## src/lpkm_ram.sv

```systemverilog
module lpkm_ram #(
    parameter int WIDTH = 8,
    parameter int DEPTH = 16
) (
    input  logic                     clk,
    input  logic                     wr_en,
    input  logic [$clog2(DEPTH)-1:0] wr_addr,
    input  logic [WIDTH-1:0]         wr_data,
    input  logic                     rd_en,
    input  logic [$clog2(DEPTH)-1:0] rd_addr,
    output logic [WIDTH-1:0]         rd_data
);

    logic [WIDTH-1:0] mem [DEPTH];
    logic [WIDTH-1:0] rd_data_reg;

    always_ff @(posedge clk)
    begin
        if (wr_en)
        begin
            mem[wr_addr] <= wr_data;
        end
        if (rd_en)
        begin
            rd_data_reg <= mem[rd_addr];
        end
    end

    assign rd_data = rd_data_reg;

endmodule

```

## config.mk

```make
export PLATFORM = sky130hd
export DESIGN_NAME = lpkm_ram
export DESIGN_NICKNAME = d
export VERILOG_FILES = /design/src/lpkm_ram.sv
export SDC_FILE = /design/constraint.sdc
export NUM_CORES = 1
export LEC_CHECK = 0
export BUFFER_PORTS_ARGS = -buffer_cell sky130_fd_sc_hd__buf_2
export CAP_MARGIN = 10
export CORE_MARGIN = 8
export CORE_UTILIZATION = 54
export DETAILED_ROUTE_END_ITERATION = 10
export GPL_TIMING_DRIVEN = 0
export PLACE_DENSITY = 0.74
export SYNTH_ARGS = -nofsm -noshare
export SYNTH_HDL_FRONTEND = slang
export SYNTH_SLANG_ARGS = --single-unit
```

## constraint.sdc

```tcl
create_clock -name clk -period 1.6 [get_ports clk]
set_clock_uncertainty 0.1 [all_clocks]
set_input_delay 0.08 -clock clk [delete_from_list [all_inputs] [get_ports clk]]
set_output_delay 0.08 -clock clk [all_outputs]
set_load 0.01 [all_outputs]
```

**After elaboration in Yosys (flattened, before gate mapping)**

Memories as Yosys holds them, arrays and structs flattened. A register that Yosys moved wholly into a read port is not among the register bits.
Index checks and enable logic that the tools add are counted.

- Add/sub/neg operators: 0
- Multiply operators: 0
- Div/mod/pow operators: 0
- Magnitude comparators: 0
- Equality and inequality tests: 0
- Shift-type cells: 0
- Muxes and demuxes: 2
- Bitwise operators: 0
- Reductions and logical operators: 0

Operators by type and width:

| kind | number |
|---|---|
| 1-bit 2-to-1 mux | 2 |

- Flip-flop bits (word level): 0
- Latch bits: 0
- RAM bits: 128
- ROM bits: 0
- Bits of input ports: 19
- Output and inout port bits: 8
- Word-level logic and storage cells: 3
- Memories kept: 1

Memory list:

| memory | depth | width | rd ports | clocked after Yosys merged registers in | write ports | RTL line | RTL |
|---|---|---|---|---|---|---|---|
| mem | 16 | 8 | 1 | 1 | 1 | 14 | `logic [WIDTH-1:0] mem [DEPTH];` |

**Depth between registers and ports, before layout**

- Word-level depth: 2
- Depth in mapped cells: 5
- Depth with buffers taken out: 3

**Worst setup path after synthesis**

Ideal clock, no wire load.

- Kind: input port to flip-flop
- From: in wr_addr[2]
- To: mem mem[0][0], enable pin
- Setup time: 383 ps
- Arrival: 1,190 ps
- Data required time: 1,117 ps
- Path slack: -73 ps
- Stages on the path: 2
- Path buffers: 0
- Path through: or3b_2 > nor3_1

RTL lines:

| element | RTL line | RTL |
|---|---|---|
| from (decl) | 7 | `input logic [$clog2(DEPTH)-1:0] wr_addr,` |
| to (decl) | 14 |  |

No word-level cell before the write port.

==> metrics.txt <==
register area share after synthesis 78.12%; Distinct cells, synth 18; met3 Use GR 4.905%; reg-to-reg slack, setup -40 ps; Area after DPL 5524 um2; Synth Instances 229; measured slew at the worst slew-check pin 907.0 ps; Tmin final 1643 ps; post-DP HPWL 6.176 mm; RR Endpoint rd_data[7]; Clock Root Buffer clkbuf_8; Yosys top cell by area edfxtp_1; met2 Use GR 28.15%; wire length of the first global-routing pass 15.59 mm; DR iter-0 viols 200; post-synthesis area per instance 22.83 um2; Setup Buffers After CTS 0; Lkg Pwr 2.103 nW; Port Buffers 25; CTS tree done; Nets 308; largest net degree at the start of global routing 17; final instance area 6297 um2; maximum vdd drop 0.7373 mV; total track usage 17.52%; global route overflow 0; most common cell after layout, fill and taps aside edfxtp_1; crit end category flop; Max Cap Violations 0; vias in the first global route 2654; I/O pin count 27; area of the core 9594 um2; Wirelength per Cell 24.41 um; Num CTS Buffers 17; failing checks negative setup slack; P&R area growth vs syn 20.46%; final WL 10.62 mm; RSZ-0062 raised after global routing true; final worst-path cycle share 102.7%; initial core utilization 54.49%; maximum achievable frequency 608.7 MHz; Rows 36; status finished with violations; startpoint types flop; PD cells 1327 nW/um2; total number of vias 2565; Die Height 114.4 um; Die Wd 114.4 um; WS Path Type reg -> reg; final number of setup-violating endpoints 1; busiest grt layer met2; slew margin rel. 39.31%; Remaining DRCs 0; CTS clock-pin slew for the worst setup and hold paths 60 ps; start point of the worst hold path wr_addr[2]; Detailed Routing Iterations Pass 1 4; dpl ws -391.4 ps; Largest register FFs 128; routed vias/inst 5.897; pins over their slew limit 0; most frequent cells in the layout 136 x edfxtp_1, 28 x buf_2, 19 x mux4_2, 16 x clkbuf_16; hold depth 3; flops & latches, synth 136; Routed Antenna Nets 0; layout cells sized above 1 30.79%; final antenna diode count 0; initial antenna violation count 0; final worst-path setup slack -42.73 ps; final hold vios 0; crit path DAT 1800 ps; H-tree levels 4; worst hold path type in -> reg; Req. time, crit path 1760 ps; Die ar. 13090 um2; RD Place Congestion 0.7316; crit path max fanout 1; Mapped Area 5228 um2; Clock Latency Late Sink 520 ps; Area contributors post-synth edfxtp_1 78%, mux4_2 7.8%, mux4_1 7.0%; Synth warnings 0; R2R depth 3; syn nets 248; Max clock buf depth 2; Synth top area share 78.12%; hold endpoint mem[12][7]; R2R Path Start mem[7][7]; M1 GR Usage 21.09%; Sink Count 136
## power breakdown
group          internal, mW  switching [mW]  leakage, nW  total (mW)
registers              4.02          0.0195         1.24        4.04
clock network          2.51            1.39        0.282        3.90
logic                 0.181           0.240        0.585       0.421
## synth_stat cells
library cell / number
clkdlybuf4s25_2: 3
a22oi_1: 16
mux4_2: 18
edfxtp_1: 136
and2b_1: 1
and2_1: 1
nand2_1: 9
nand3b_1: 2
buf_2: 3
nand2b_1: 2
or3b_2: 1
buf_4: 1
nor3_1: 4
nand3_1: 1
nor2b_1: 1
buf_6: 3
mux4_1: 14
nor2_1: 13
## routing by layer
metal / vias up / part of all wire [%] / wire length, um
li1: 1098 / - / -
met1: 1347 / 40 / 4291
met2: 101 / 50 / 5344
met3: 19 / 6.6 / 700
met4: 0 / 2.6 / 280
met5: - / 0 / 0
## layout make-up
class	instances	area [um2]
buffer	10	86.33
clock buffer	18	417.9
clock inverter	14	181.4
fill	631	3297
multi-input combinational	83	1084
sequential	136	4084
tap	133	166.4
timing repair buffer	41	277.8
## kinds of logic after synthesis
group	Yosys count	synth area share (%)
flip-flops	136	78.12
buffers and inverters	10	1.651
AND/OR/NAND/NOR	35	3.136
multiplexers	32	14.79
AO/OA/AOI/OAI	16	2.298
## worst max-delay path by stage
stage / startpoint / slack [ps] / to / cells past startpoint
finish: mem[7][7] / -40 / rd_data[7] / 3
global route: mem[7][7] / -40 / rd_data[7] / 3
global placement: wr_addr[2] / -350 / mem[8][1] / 3
floorplan: rd_addr[0] / 140 / rd_data[1] / 5
detailed placement: wr_addr[2] / -390 / mem[8][1] / 3
CTS: mem[5][0] / -20 / rd_data[0] / 3
## repair_timing
action	4_1_cts	5_1_grt
resized for setup	3	3
cloned	0	0
endpoints found under the setup margin	4	7
hold endpoints to repair	144	5
hold buffers	11	2
pin swaps	0	2
## worst max-delay path: stages (launching register included)
cell and delay [ps]:
edfxtp_1 420, mux4_2 550, a22oi_2 210, nand2_1 100
## metrics by stage
stage / utilization, % / TNS, ps / cells / power [mW] / hold WS, ps
floorplan: - / 0 / 229 / 4.315 / 78.87
global placement: 57.58 / -14950 / 387 / 4.471 / 315.6
detailed placement: 57.58 / -16910 / 387 / 4.487 / 321.3
CTS: 65.13 / -41.36 / 430 / 8.390 / 8.018
global route: 65.64 / -74.42 / 435 / 8.593 / 65.40
finish: 65.64 / -42.73 / 435 / 8.357 / 39.99
No activity file was read; power rests on OpenSTA's default activity.
